==> config.mk <==
export PLATFORM = sky130hd
export DESIGN_NAME = tcw_engine
export DESIGN_NICKNAME = d
export VERILOG_FILES = /design/src/design/tcw_pkg.sv /design/src/design/tcw_engine.sv
export SDC_FILE = /design/constraint.sdc
export NUM_CORES = 1
export LEC_CHECK = 0
export ABC_AREA = 0
export BUFFER_PORTS_ARGS = -buffer_cell sky130_fd_sc_hd__clkbuf_2
export CORE_MARGIN = 2
export CORE_UTILIZATION = 45
export DETAILED_ROUTE_END_ITERATION = 10
export PLACE_DENSITY = 0.68
export RECOVER_POWER = 100
export SYNTH_ARGS = -nofsm -noshare
export SYNTH_HDL_FRONTEND = slang
export SYNTH_SLANG_ARGS = --single-unit
==> constraint.sdc <==
create_clock -name i_clk -period 6.34 [get_ports i_clk]
set_input_delay 0.634 -clock i_clk [delete_from_list [all_inputs] [get_ports i_clk]]
set_output_delay 0.634 -clock i_clk [all_outputs]
set_load 0.1 [all_outputs]
==> src/design/tcw_pkg.sv <==
// Shared types and constants for the text console writer.
// Used by tcw_engine and text_console_writer; depends on nothing.
package tcw_pkg;

    localparam int DEF_SCREEN_WIDTH  = 80;
    localparam int DEF_SCREEN_HEIGHT = 25;

    localparam int REQ_W     = 2;
    localparam int CHAR_W    = 8;
    localparam int COLOR_W   = 8;
    localparam int CELL_W    = 16;
    localparam int IN_ROW_W  = 5;
    localparam int IN_COL_W  = 7;
    localparam int OUT_ROW_W = 5;
    localparam int OUT_COL_W = 7;

    // request codes
    localparam logic [REQ_W-1:0] REQ_PUT  = 2'd0;
    localparam logic [REQ_W-1:0] REQ_BKSP = 2'd1;
    localparam logic [REQ_W-1:0] REQ_READ = 2'd2;

    localparam logic [CHAR_W-1:0]  CH_SPACE    = 8'h20;
    localparam logic [CHAR_W-1:0]  CH_NEWLINE  = 8'h0A;
    localparam logic [CHAR_W-1:0]  CH_TAB      = 8'h09;
    localparam int                 TAB_EXTRA   = 5;
    localparam logic [COLOR_W-1:0] COLOR_RESET = 8'h07;
    localparam logic [CELL_W-1:0]  CELL_RESET  = {COLOR_RESET, CH_SPACE};

    typedef struct packed {
        logic [REQ_W-1:0]    req_type;
        logic [CHAR_W-1:0]   char_code;
        logic [IN_ROW_W-1:0] read_row;
        logic [IN_COL_W-1:0] read_col;
    } t_in_item;

    typedef struct packed {
        logic [CELL_W-1:0]    read_cell;
        logic [OUT_ROW_W-1:0] cursor_row;
        logic [OUT_COL_W-1:0] cursor_col;
        logic                 scrolled;
    } t_out_item;

endpackage

==> src/design/tcw_engine.sv <==
// Request sequencer: cursor, shared cell address unit, clear and scroll sweeps.
// Depends on tcw_pkg; drives the frame store ports of one tcw_ram.
module tcw_engine import tcw_pkg::*; #(
    parameter int SCREEN_WIDTH  = DEF_SCREEN_WIDTH,
    parameter int SCREEN_HEIGHT = DEF_SCREEN_HEIGHT,
    localparam int CELLS        = SCREEN_WIDTH * SCREEN_HEIGHT,
    localparam int ADDR_W       = $clog2(CELLS)
) (
    input  logic                i_clk,
    input  logic                i_rst_n,
    input  logic                i_in_valid,
    input  t_in_item            i_in_data,
    output logic                o_in_stall,
    output logic                o_out_valid,
    output t_out_item           o_out_data,
    input  logic                i_out_stall,
    input  logic [COLOR_W-1:0]  i_text_color,
    output logic                o_ram_we,
    output logic [ADDR_W-1:0]   o_ram_waddr,
    output logic [CELL_W-1:0]   o_ram_wdata,
    output logic [ADDR_W-1:0]   o_ram_raddr,
    input  logic [CELL_W-1:0]   i_ram_rdata
);

    localparam int ROW_W = $clog2(SCREEN_HEIGHT);
    localparam int COL_W = $clog2(SCREEN_WIDTH);
    localparam int CW1   = COL_W + 1;
    localparam int IDX_W = $clog2(CELLS + 1);

    typedef enum logic [2:0] {
        S_CLEAR,
        S_IDLE,
        S_EXEC,
        S_READ,
        S_SCROLL
    } t_state;

    t_state             r_state, n_state;
    t_in_item           r_req, n_req;
    logic [ROW_W-1:0]   r_row, n_row;
    logic [COL_W-1:0]   r_col, n_col;
    logic [IDX_W-1:0]   r_idx, n_idx;
    logic               r_cp_valid, n_cp_valid;
    logic               r_cp_zero, n_cp_zero;
    logic [ADDR_W-1:0]  r_cp_addr, n_cp_addr;
    logic               r_out_valid, n_out_valid;
    t_out_item          r_out, n_out;

    logic               in_acc;
    logic [CW1-1:0]     col_inc, col_tab;
    logic [ROW_W:0]     row_inc;
    logic [COL_W-1:0]   bk_col;
    logic               is_nl, is_tab, wrap;
    logic [CHAR_W-1:0]  stored;
    logic [31:0]        a_row, a_col, a_sum;
    logic [ADDR_W-1:0]  acc_addr, src_addr;
    logic               rd_hit;

    assign in_acc     = i_in_valid && !o_in_stall;
    assign o_in_stall = !((r_state == S_IDLE) && (!r_out_valid || !i_out_stall));

    // cursor arithmetic
    assign is_nl   = (r_req.char_code == CH_NEWLINE);
    assign is_tab  = (r_req.char_code == CH_TAB);
    assign stored  = (is_nl || is_tab) ? CH_SPACE : r_req.char_code;
    assign col_inc = {1'b0, r_col} + CW1'(1);
    assign col_tab = col_inc + CW1'(TAB_EXTRA);
    assign row_inc = {1'b0, r_row} + (ROW_W + 1)'(1);
    assign bk_col  = (r_col != '0) ? (r_col - COL_W'(1)) : '0;
    assign wrap    = (col_inc >= CW1'(SCREEN_WIDTH)) || is_nl
                     || (is_tab && (col_tab >= CW1'(SCREEN_WIDTH)));

    // shared address unit: row * width + column
    always_comb begin
        case (r_req.req_type)
            REQ_READ: begin
                a_row = 32'(r_req.read_row);
                a_col = 32'(r_req.read_col);
            end
            REQ_BKSP: begin
                a_row = 32'(r_row);
                a_col = 32'(bk_col);
            end
            default: begin
                a_row = 32'(r_row);
                a_col = 32'(r_col);
            end
        endcase
    end

    assign a_sum    = a_row * 32'(SCREEN_WIDTH) + a_col;
    assign acc_addr = a_sum[ADDR_W-1:0];
    assign rd_hit   = (32'(r_req.read_row) < 32'(SCREEN_HEIGHT))
                      && (32'(r_req.read_col) < 32'(SCREEN_WIDTH));
    assign src_addr = ADDR_W'(r_idx + IDX_W'(SCREEN_WIDTH));

    always_comb begin
        n_state     = r_state;
        n_req       = r_req;
        n_row       = r_row;
        n_col       = r_col;
        n_idx       = r_idx;
        n_cp_valid  = 1'b0;
        n_cp_zero   = r_cp_zero;
        n_cp_addr   = r_cp_addr;
        n_out_valid = r_out_valid && i_out_stall;
        n_out       = r_out;
        o_ram_we    = 1'b0;
        o_ram_waddr = acc_addr;
        o_ram_wdata = {i_text_color, stored};
        o_ram_raddr = (r_state == S_SCROLL) ? src_addr : acc_addr;

        case (r_state)
            S_CLEAR: begin
                o_ram_we    = 1'b1;
                o_ram_waddr = r_idx[ADDR_W-1:0];
                o_ram_wdata = CELL_RESET;
                if (r_idx == IDX_W'(CELLS - 1)) begin
                    n_idx   = '0;
                    n_state = S_IDLE;
                end else begin
                    n_idx = r_idx + IDX_W'(1);
                end
            end
            S_IDLE: begin
                if (in_acc) begin
                    n_req   = i_in_data;
                    n_state = S_EXEC;
                end
            end
            S_EXEC: begin
                n_state              = S_IDLE;
                n_out.read_cell      = '0;
                n_out.scrolled       = 1'b0;
                case (r_req.req_type)
                    REQ_PUT: begin
                        o_ram_we = 1'b1;
                        if (wrap) begin
                            n_col = '0;
                            if (row_inc >= (ROW_W + 1)'(SCREEN_HEIGHT)) begin
                                n_row   = ROW_W'(SCREEN_HEIGHT - 1);
                                n_idx   = '0;
                                n_state = S_SCROLL;
                            end else begin
                                n_row = row_inc[ROW_W-1:0];
                            end
                        end else begin
                            n_col = is_tab ? col_tab[COL_W-1:0] : col_inc[COL_W-1:0];
                        end
                    end
                    REQ_BKSP: begin
                        o_ram_we    = 1'b1;
                        o_ram_wdata = {i_text_color, CH_SPACE};
                        n_col       = bk_col;
                    end
                    REQ_READ: begin
                        if (rd_hit) begin
                            n_state = S_READ;
                        end
                    end
                    default: begin
                    end
                endcase
                if (n_state == S_IDLE) begin
                    n_out_valid = 1'b1;
                end
            end
            S_READ: begin
                n_out_valid     = 1'b1;
                n_out.read_cell = i_ram_rdata;
                n_state         = S_IDLE;
            end
            S_SCROLL: begin
                // dest cell r_idx: copy from one row down, zero on the bottom row;
                // the write lands in the next cycle, together with the read data
                o_ram_we    = r_cp_valid;
                o_ram_waddr = r_cp_addr;
                o_ram_wdata = r_cp_zero ? '0 : i_ram_rdata;
                if (r_idx == IDX_W'(CELLS)) begin
                    n_idx          = '0;
                    n_state        = S_IDLE;
                    n_out_valid    = 1'b1;
                    n_out.scrolled = 1'b1;
                end else begin
                    n_cp_valid = 1'b1;
                    n_cp_zero  = (r_idx >= IDX_W'(CELLS - SCREEN_WIDTH));
                    n_cp_addr  = r_idx[ADDR_W-1:0];
                    n_idx      = r_idx + IDX_W'(1);
                end
            end
            default: begin
                n_state = S_IDLE;
            end
        endcase

        n_out.cursor_row = OUT_ROW_W'(32'(n_row));
        n_out.cursor_col = OUT_COL_W'(32'(n_col));
    end

    always_ff @(posedge i_clk) begin
        if (!i_rst_n) begin
            r_state     <= S_CLEAR;
            r_row       <= '0;
            r_col       <= '0;
            r_idx       <= '0;
            r_cp_valid  <= 1'b0;
            r_out_valid <= 1'b0;
        end else begin
            r_state     <= n_state;
            r_row       <= n_row;
            r_col       <= n_col;
            r_idx       <= n_idx;
            r_cp_valid  <= n_cp_valid;
            r_out_valid <= n_out_valid;
            r_req       <= n_req;
            r_cp_zero   <= n_cp_zero;
            r_cp_addr   <= n_cp_addr;
            r_out       <= n_out;
        end
    end

    assign o_out_valid = r_out_valid;
    assign o_out_data  = r_out;

    a_col_range: assert property (@(posedge i_clk) disable iff (!i_rst_n)
        32'(r_col) < 32'(SCREEN_WIDTH))
        else $error("cursor column beyond screen width");

    a_row_range: assert property (@(posedge i_clk) disable iff (!i_rst_n)
        32'(r_row) < 32'(SCREEN_HEIGHT))
        else $error("cursor row beyond screen height");

    a_copy_in_scroll: assert property (@(posedge i_clk) disable iff (!i_rst_n)
        r_cp_valid |-> (r_state == S_SCROLL))
        else $error("scroll copy pending outside scroll");

    a_accept_exec: assert property (@(posedge i_clk) disable iff (!i_rst_n)
        in_acc |=> (r_state == S_EXEC) && !r_out_valid)
        else $error("accepted request not executed or result slot busy");

    a_no_result_clear: assert property (@(posedge i_clk) disable iff (!i_rst_n)
        (r_state == S_CLEAR) |-> !r_out_valid)
        else $error("result during clearing pass");

endmodule

== Word-level counts from Yosys, hierarchy flattened ==
Cells that the tools add are included.

* $add $sub $neg: 7
* $mul: 1
* Order comparisons: 6
* Equality and inequality tests: 17
* Multiplexer cells: 41
* Bitwise operators: 1
* Reduce and logical (&&, ||, !) cells: 26

{| class="wikitable"
|+ Operators by type and width
! cell !! count
|-
| two-way mux 11 bit || 6
|-
| case mux 16 bit (3 select lines) || 1
|-
| case mux 11 bit (3 select lines) || 1
|-
| case mux 16 bit (2 select lines) || 1
|-
| two-way mux 7 bit || 4
|-
| case mux 7 bit (2 select lines) || 2
|-
| two-way mux 5 bit || 5
|-
| == test 11 bit (second input constant) || 2
|-
| case mux 11 bit (2 select lines) || 1
|-
| two-way mux 3 bit || 6
|-
| == test 8 x 4 -> 1 bit (second input constant) || 2
|-
| >= comparator 8 x 7 -> 1 bit (second input constant) || 2
|-
| two-way mux 16 bit || 1
|-
| two-way mux 8 bit || 2
|-
| case mux 3 bit (4 select lines) || 1
|-
| AND reduction 3 bit || 4
|-
| adder 11 x 1 -> 11 bit (second input constant) || 1
|-
| adder 11 bit || 1
|-
| adder 11 x 7 -> 11 bit (second input constant) || 1
|-
| >= comparator 11 bit (second input constant) || 1
|-
| adder 7 x 1 -> 8 bit (second input constant) || 1
|-
| adder 8 x 3 -> 8 bit (second input constant) || 1
|-
| inequality test 2 bit (second input constant) || 4
|-
| < comparator 7 bit (second input constant) || 1
|-
| other kinds (28) || 47
|}

* Register bits after elaboration: 91
* Output and inout port bits: 70
* Word-level logic and storage cells: 115

== Logic depth before layout (Yosys ltp) ==
Gate-level depths: netlist of the first run.

* Word-level depth: 11
* Depth in mapped cells: 18
* Mapped depth without buffers: 16

== Worst setup path after synthesis of the first run ==
Ideal clock, no wire load.

* Kind: reg-to-output
* Start point: register r_req[20] (netlist bit)
* End point: output port o_ram_raddr[9]
* Arrival time: 4838 ps
* Required time: 5706 ps
* Path slack: 868 ps
* Cell stages (with the launch flop): 13
* Buffers on the path: 2
* Cells stage by stage: edfxtp_1 > inv_1 > ha_1 > clkbuf_1 > clkbuf_1 > mux2_2 > ha_1 > ha_1 > fa_1 > nand2_1 > nor2_1 > xnor2_1 > o21ai_0

* Longest elaborated chain between the ends: 5

{| class="wikitable"
|+ RTL lines
! what !! line !! source
|-
| start: declaration || tcw_engine.sv:39 || <nowiki>t_in_item r_req, n_req;</nowiki>
|-
| start signal: assignment || tcw_engine.sv:215 || <nowiki>r_req <= n_req;</nowiki>
|-
| == test 2 bit || tcw_engine.sv:75 || <nowiki>case (r_req.req_type)</nowiki>
|-
| two-way mux 5 bit || tcw_engine.sv:75 ||
|-
| multiplier 5 x 3 -> 7 bit || tcw_engine.sv:91 || <nowiki>assign a_sum = a_row * 32'(SCREEN_WIDTH) + a_col;</nowiki>
|-
| adder 11 bit * || tcw_engine.sv:91 ||
|-
| two-way mux 11 bit * || tcw_engine.sv:111 || <nowiki>o_ram_raddr = (r_state == S_SCROLL) ? src_addr : acc_addr;</nowiki>
|-
| end: declaration || tcw_engine.sv:21 || <nowiki>output logic [ADDR_W-1:0] o_ram_raddr,</nowiki>
|}

Mark *: on every way between the ends. The rest lies on a longest branch, timed or not.

== Worst setup path after layout of the first run ==
* Start point: register r_col[0]
* End point: output port o_ram_waddr[10]

* Longest elaborated chain between the ends: 5

{| class="wikitable"
|+ RTL lines
! what !! line !! source
|-
| start: declaration || tcw_engine.sv:41 || <nowiki>logic [COL_W-1:0] r_col, n_col;</nowiki>
|-
| start signal: assignment || tcw_engine.sv:211 || <nowiki>r_col <= n_col;</nowiki>
|-
| subtractor 7 x 1 -> 7 bit / nonzero test 7 bit (equally long branches) || tcw_engine.sv:69 || <nowiki>assign bk_col = (r_col != '0) ? (r_col - COL_W'(1)) : '0;</nowiki>
|-
| two-way mux 7 bit || tcw_engine.sv:69 ||
|-
| case mux 7 bit (2 select lines) * || tcw_engine.sv:75 ||
|-
| adder 11 bit * || tcw_engine.sv:91 ||
|-
| case mux 11 bit (2 select lines) * || tcw_engine.sv:113 || <nowiki>case (r_state)</nowiki>
|-
| end: declaration || tcw_engine.sv:19 || <nowiki>output logic [ADDR_W-1:0] o_ram_waddr,</nowiki>
|}

Marked as above.

==> metrics.md, run 1 <==
| Metric | Value |
|---|---|
| Switching share of total power | `0.2321` |
| Top-area cell type share of the netlist area | `0.3465` |
| VDD IR max | `0.0001098 V` |
| Critical Path End Type | `output pin` |
| HP Class | `in2reg` |
| Worst slew margin | `-0.002936` |
| WP data required | `5710 ps` |
| Drt pass-1 iters | `5` |
| Ys flop type | `edfxtp_1` |
| # Max-Cap Violations | `1` |
| HPWL after detailed placement | `10710 um` |
| Startpoint class of the critical path | `flop` |
| Die height | `114.2 um` |
| Drt initial violations | `309` |
| Fillers | `1114` |
| Final Hold Viols | `0` |
| Worst slew pin tran | `1504 ps` |
| Avg Cell Area, Syn | `9.803 um2` |
| Largest net degree at the start of global routing | `27` |
| Rows | `40` |
| Fin worst setup slack | `797.7 ps` |
| Port Buffer Count | `119` |
| Vias in the first global route | `4275` |
| Initial Utilization | `0.4584` |
| Die ar. | `13030 um2` |
| Sequential Power Share | `0.534` |
| Clock buffer depth | `2` |
| Vias/cell | `5.758` |
| GR Util All Layers | `0.2208` |
| Peak Freq | `180.4 MHz` |
| DR WL/cell | `17.81 um` |
| Outcome | `complete, but fails checks` |
| Power, Total | `1.197 mW` |
| H-tree depth | `3` |
| # diodes | `0` |
| Slowest cell delay on critical path | `890 ps` |
| Syn Inst Count | `557` |
| PwrDens | `190.8 nW/um2` |
| First-pass GRT wire length | `22050 um` |
| Via count | `4658` |
| Routed Antenna Nets | `0` |
| Clk pwr share | `0.414` |
| Total wire length | `14410 um` |
| Io pins | `120` |
| CP cell instances | `inv_1, ha_1, nor4b_1, nand2_1, nand2_1, o41ai_1, a22o_1, ha_1, inv_1, fa_1, nor2b_1, o2111ai_1, xnor2_1, xnor2_1, nand2_1, o21ai_0, clkbuf_1` |
| Post-cts gate resize count | `0` |
| Grt ovf | `0` |
| Worst-Skew Late Latency | `350 ps` |
| Most frequent cells after synthesis | `edfxtp_1 (63), nand2_1 (54), nor2_1 (46)` |
| Switching pwr | `0.2777 mW` |
| Clock sink total | `91` |
| Chip Width | `114.2 um` |
| Clk_skew | `9.900 ps` |
| Total CTS buffers | `9` |
| Pre-CTS setup slack | `1638 ps` |
| Post-synth EDFFs | `63` |
| Power Internal | `0.9191 mW` |
| Count leader, synth | `edfxtp_1` |
| Final Max Tran Viols | `25` |
| Worst path slowest cell | `clkbuf_1` |
| Drt drc | `0` |
| Initial antenna violation count | `0` |
| Setup_tns | `0 ps` |
| Ys async rst share | `0` |
| LEAKAGE | `2.345 nW` |
| Final min period | `5542 ps` |
| Share of layout cells above drive strength 1 | `0.1224` |
| Flops & latches, synth | `91` |
| Proportion of synthesized chip area in sequential cells | `0.4491` |
| Kind of critical path | `reg2out` |
| Area grow syn2layout | `14.87%` |
| Post-route core utilization | `0.5266` |
| Syn. warnings | `0` |
| Hold-fix buffers at CTS | `0` |
| Unrepaired setup endpoints after global routing | `no` |
| CTS tree | `built` |
| Post-Syn Nets | `632` |
| Postcts setup bufs | `0` |
| Synth unique cells | `70` |
| Placer Congestion | `0.9060` |
| Clock-pin slew on the worst setup and hold paths | `70 ps` |
| CP Data Arrival Time | `4910 ps` |
| Core area | `11910 um2` |
| Largest area contributor in the netlist | `edfxtp_1` |
| Leading post-synthesis cells by cell area | `edfxtp_1 (35%), dfxtp_1 (10%), ha_1 (5.3%)` |
| Crit share post-route | `0.8742` |
| Nets | `732` |
| Final setup viols | `0` |
| Worst-path fanout max | `13` |
| CP dominant cell by count | `nand2_1` |
| Failing checks | `max-capacitance violations, max-slew violations` |
| Mapped cell area | `5460 um2` |
| Root Driver | `clkbuf_16` |
| Logic gate share of total power | `0.052` |
[registers in the layout, indices dropped and copies added (netlist names)]
register	flops
r_req	22
r_cp_addr	11
r_cp_valid	1
o_out_valid	1
r_row	5
r_cp_zero	1
o_out_data	29
r_col	7
r_idx	11
r_state	3
[kinds of logic after synthesis]
family,Yosys count,share of synthesized area
simple gates,193,0.1847
compound gates,155,0.1945
flops,91,0.4491
buf+inv,51,0.03896
xor+xnor,31,0.05110
fa+ha+maj,25,0.06004
mux,11,0.02154
[critical path: cells and delay by family, from the launching register on]
kind            cells  cell delay (ps)
buf+inv             3             1100
compound gates      4              900
flops               1              580
simple gates        5              780
xor+xnor            2              430
fa+ha+maj           3              770
[worst paths after layout]
check	to	start	cells past startpoint	slack, ps
worst min-delay path	r_req[17]	i_in_data[17]	1	450
worst min register to register	r_row[1]	r_row[1]	2	540
worst max-delay path	o_ram_waddr[10]	r_col[0]	17	800
worst max register to register	r_idx[7]	r_state[2]	7	1800
[power by group through the flow]
stage	sequential [mW]	clock, mW	combinational [mW]
after floorplan	0.667	0	0.0220
after global placement	0.651	0	0.0623
after detailed placement	0.652	0	0.0631
after CTS	0.639	0.510	0.0636
after global routing	0.639	0.533	0.0658
final	0.639	0.496	0.0620
[cell usage in the layout (no fill, tap or decap), drive strengths merged, types with 15 or more instances in the layout]
cell type  instances
edfxtp            63
xnor2             23
and2              15
dfxtp             28
ha                23
and3              20
clkbuf           132
nor2              46
a22o              15
o21ai             45
inv               19
nand2             54
a21oi             36
[through the flow]
step / area (um2) / hold slack (ps) / cells
after floorplan: 5460 / 406.4 / 557
after global placement: 6116 / 513.1 / 793
after detailed placement: 6116 / 531.6 / 793
after CTS: 6386 / 442.0 / 809
after global routing: 6272 / 453.1 / 809
final: 6272 / 454.2 / 809
[layout make-up]
| type | instances | area (um2) | area share |
|---|---|---|---|
| Sequential cell | 91 | 2452 | 0.3910 |
| Clock buffer | 11 | 232.7 | 0.03710 |
| Inverter | 19 | 71.32 | 0.01137 |
| Multi-Input combinational cell | 415 | 2780 | 0.4432 |
| Tap cell | 147 | 183.9 | 0.02932 |
| Timing Repair Buffer | 121 | 514.2 | 0.08199 |
| Clock inverter | 5 | 37.54 | 0.005984 |
[routing by layer]
layer | wire length, um | global-route usage | part of all wire
met1 | 6437 | 0.2891 | 0.45
met2 | 6624 | 0.3508 | 0.46
met3 | 832 | 0.03864 | 0.058
met4 | 518 | 0.1163 | 0.036
met5 | 0 | 0 | 0
Note: power is estimated with default switching activity, not from simulation.
==> inputs of run 2 (changes only) <==
- PLACE_DENSITY: 0.68 -> 0.65
- clock period: 6.34 -> 6.7 ns (I/O delays scaled with it)
==> run 2 against run 1 <==
Net effect:
- worst setup slack better by 340 ps
- the run now ends clean
- critical endpoint unchanged
- combinational power is 6.1% lower
- non-clock buffer count stayed put
- critical path depth is the same
- via count is 1.7% lower
- highest routed layer unchanged
- flip-flop and latch count unchanged
- count of clock-buffer cells in the layout unchanged
- power is 4.3% lower
- clock power shrank 3%
- design area rose by 0.26%
- hold slack improved by 33 ps
==> metrics.md, run 2 (synthesis gave the netlist of run 1 again) <==
| Metric | Value |
|---|---|
| Startpoint class of the critical path | `flop` |
| Worst slew pin tran | `1470 ps (-34.36 ps)` |
| Placer Congestion | `0.8834 (-2.5%)` |
| Hold Slack | `487.5 ps (+33.37 ps)` |
| Initial Utilization | `0.4584 (unchanged)` |
| Peak Freq | `179.8 MHz` |
| Slowest cell delay on critical path | `890 ps (about the same)` |
| Die ar. | `13030 um2 (unchanged)` |
| Port Buffer Count | `119 (unchanged)` |
| Setup_tns | `0 ps (unchanged)` |
| HP Class | `in2reg` |
| Vias in the first global route | `4242 (-0.77%)` |
| Hold-fix buffers at CTS | `0 (unchanged)` |
| Worst-Skew Late Latency | `350 ps (about the same)` |
| Io pins | `120 (unchanged)` |
| Area grow syn2layout | `15.17%` |
| WP data required | `6030 ps (+320 ps)` |
| Switching pwr | `0.2668 mW (-3.9%)` |
| Drt drc | `0 (unchanged)` |
| Clock buffer depth | `2 (unchanged)` |
| DR WL/cell | `17.62 um (-1.1%)` |
| Rows | `40 (unchanged)` |
| Worst-path fanout max | `13 (unchanged)` |
| CP Data Arrival Time | `4890 ps (-20 ps)` |
| Cell Area, Placed | `6116 um2 (unchanged)` |
| Sequential Power Share | `0.527 (-0.007)` |
| H-tree depth | `3 (unchanged)` |
| Hold depth | `1 (unchanged)` |
| Switching share of total power | `0.2329 (+0.0008022)` |
| Chip Width | `114.2 um (unchanged)` |
| # diodes | `0 (unchanged)` |
| Worst slew margin | `0.01997 (+0.02290)` |
| Power Internal | `0.8790 mW (-4.4%)` |
| First-pass GRT wire length | `22240 um (+0.84%)` |
| Logic gate share of total power | `0.051 (about the same)` |
| Vias/cell | `5.663 (-1.7%)` |
| Final Cell Area | `6289 um2 (+0.26%)` |
| Crit share post-route | `0.8301` |
| Max reg flops | `29 (unchanged)` |
| LEAKAGE | `2.351 nW (+0.27%)` |
| # Max-Cap Violations | `0 (-1)` |
| Drt initial violations | `322 (+4.2%)` |
| Commonest cells after routing, fill and taps aside | `clkbuf_1 (73), edfxtp_1 (63), nand2_1 (54)` |
| Outcome | `finished, final reports clean` |
| Core area | `11910 um2 (unchanged)` |
| Largest net degree at the start of global routing | `27 (unchanged)` |
| Post-cts gate resize count | `0 (unchanged)` |
| HPWL after detailed placement | `10510 um (-1.9%)` |
| Via count | `4581 (-1.7%)` |
| Share of layout cells above drive strength 1 | `0.1254 (+0.003021)` |
| Clk pwr share | `0.422 (+0.008)` |
| PwrDens | `182.2 nW/um2 (-4.5%)` |
| Clock-pin slew on the worst setup and hold paths | `70 ps (about the same)` |
| Critical Path End Type | `output pin` |
| Kind of critical path | `reg2out` |
| CP dominant cell by count | `nand2_1` |
| GR Util All Layers | `0.2203 (-0.0004774)` |
| Clk_skew | `11.31 ps (+1.409 ps)` |
| Final min period | `5562 ps` |
| Total CTS buffers | `9 (unchanged)` |
| Unrepaired setup endpoints after global routing | `no` |
| Drt pass-1 iters | `5 (unchanged)` |
| Grt ovf | `0 (unchanged)` |
| Commonest non-fill, non-tap cell in the layout | `clkbuf_1` |
| Post-route core utilization | `0.5279 (+0.001365)` |
| Final setup viols | `0 (unchanged)` |
| Initial antenna violation count | `0 (unchanged)` |
| Final Max Tran Viols | `0 (-100%)` |
| Worst path slowest cell | `clkbuf_1` |
| CTS tree | `built` |
| Die height | `114.2 um (unchanged)` |
| Worst-case reg-to-reg path depth | `7 (unchanged)` |
| Total wire length | `14250 um (-1.1%)` |
| Routed Antenna Nets | `0 (unchanged)` |
| VDD IR max | `0.0001289 V (+17%)` |
| Postcts setup bufs | `0 (unchanged)` |
| Nets | `732 (unchanged)` |
| Final Hold Viols | `0 (unchanged)` |
| Root Driver | `clkbuf_16` |
| Clock sink total | `91 (unchanged)` |
| CP cell instances | `inv_1, ha_1, nor4b_1, nand2_1, nand2_1, o41ai_1, a22o_1, ha_1, inv_1, fa_1, nor2b_1, o2111ai_1, xnor2_1, xnor2_1, nand2_1, o21ai_0, clkbuf_1` |
run 2: cell types whose count changed in the layout (fill, tap and decap cells not counted), sizes merged:
cell / change
clkinv: +1
inv: -2
clkinvlp: +1
run 2: cell type report:
class / instances / area, um2
clock buffer: 11 / 242.7
tap: 147 / 183.9
timing repair buffer: 121 / 515.5
clock inverter: 5 / 40.04
sequential: 91 / 2452
inverter: 19 / 71.32
multi-input combinational: 415 / 2783
fill: 1168 / 5623
run 2: final timing paths:
path                                    start               to  slack, ps
worst min-delay path            i_in_data[16]        r_req[16]        490
worst max register to register     r_state[2]         r_idx[9]       2060
worst min register to register       r_row[1]         r_row[1]        540
worst max-delay path                 r_col[0]  o_ram_waddr[10]       1140
run 2: metrics by stage:
stage               setup slack (ps)  std cells  power, mW
floorplan                       1192        557     0.6519
CTS                             1610        809      1.153
detailed placement              1996        793     0.6763
global placement                2096        793     0.6752
finish                          1138        809      1.146
global route                   856.4        809      1.181
run 2: critical path: cells and delay by family (launching register included):
kind	cells	cell delay, ps
buffers and inverters	3	1100
and+or+nand+nor	5	810
DFF	1	590
AOI/OAI and AO/OA	4	850
xor gates and xnor gates	2	430
adders and majority gates	3	760
run 2: power by group through the flow:
stage,logic [mW],clock network [mW],registers [mW]
finish,0.0582,0.483,0.604
CTS,0.0597,0.489,0.604
global route,0.0619,0.515,0.605
global placement,0.0588,0,0.616
detailed placement,0.0595,0,0.617
floorplan,0.0209,0,0.631
run 2: routing by layer:
metal,vias to the layer above,share of wire,global-route usage
li1,2239,-,-
met1,2182,0.46,0.2924
met2,142,0.47,0.3611
met3,18,0.056,0.05082
met4,0,0.015,0.06504
met5,-,0,0
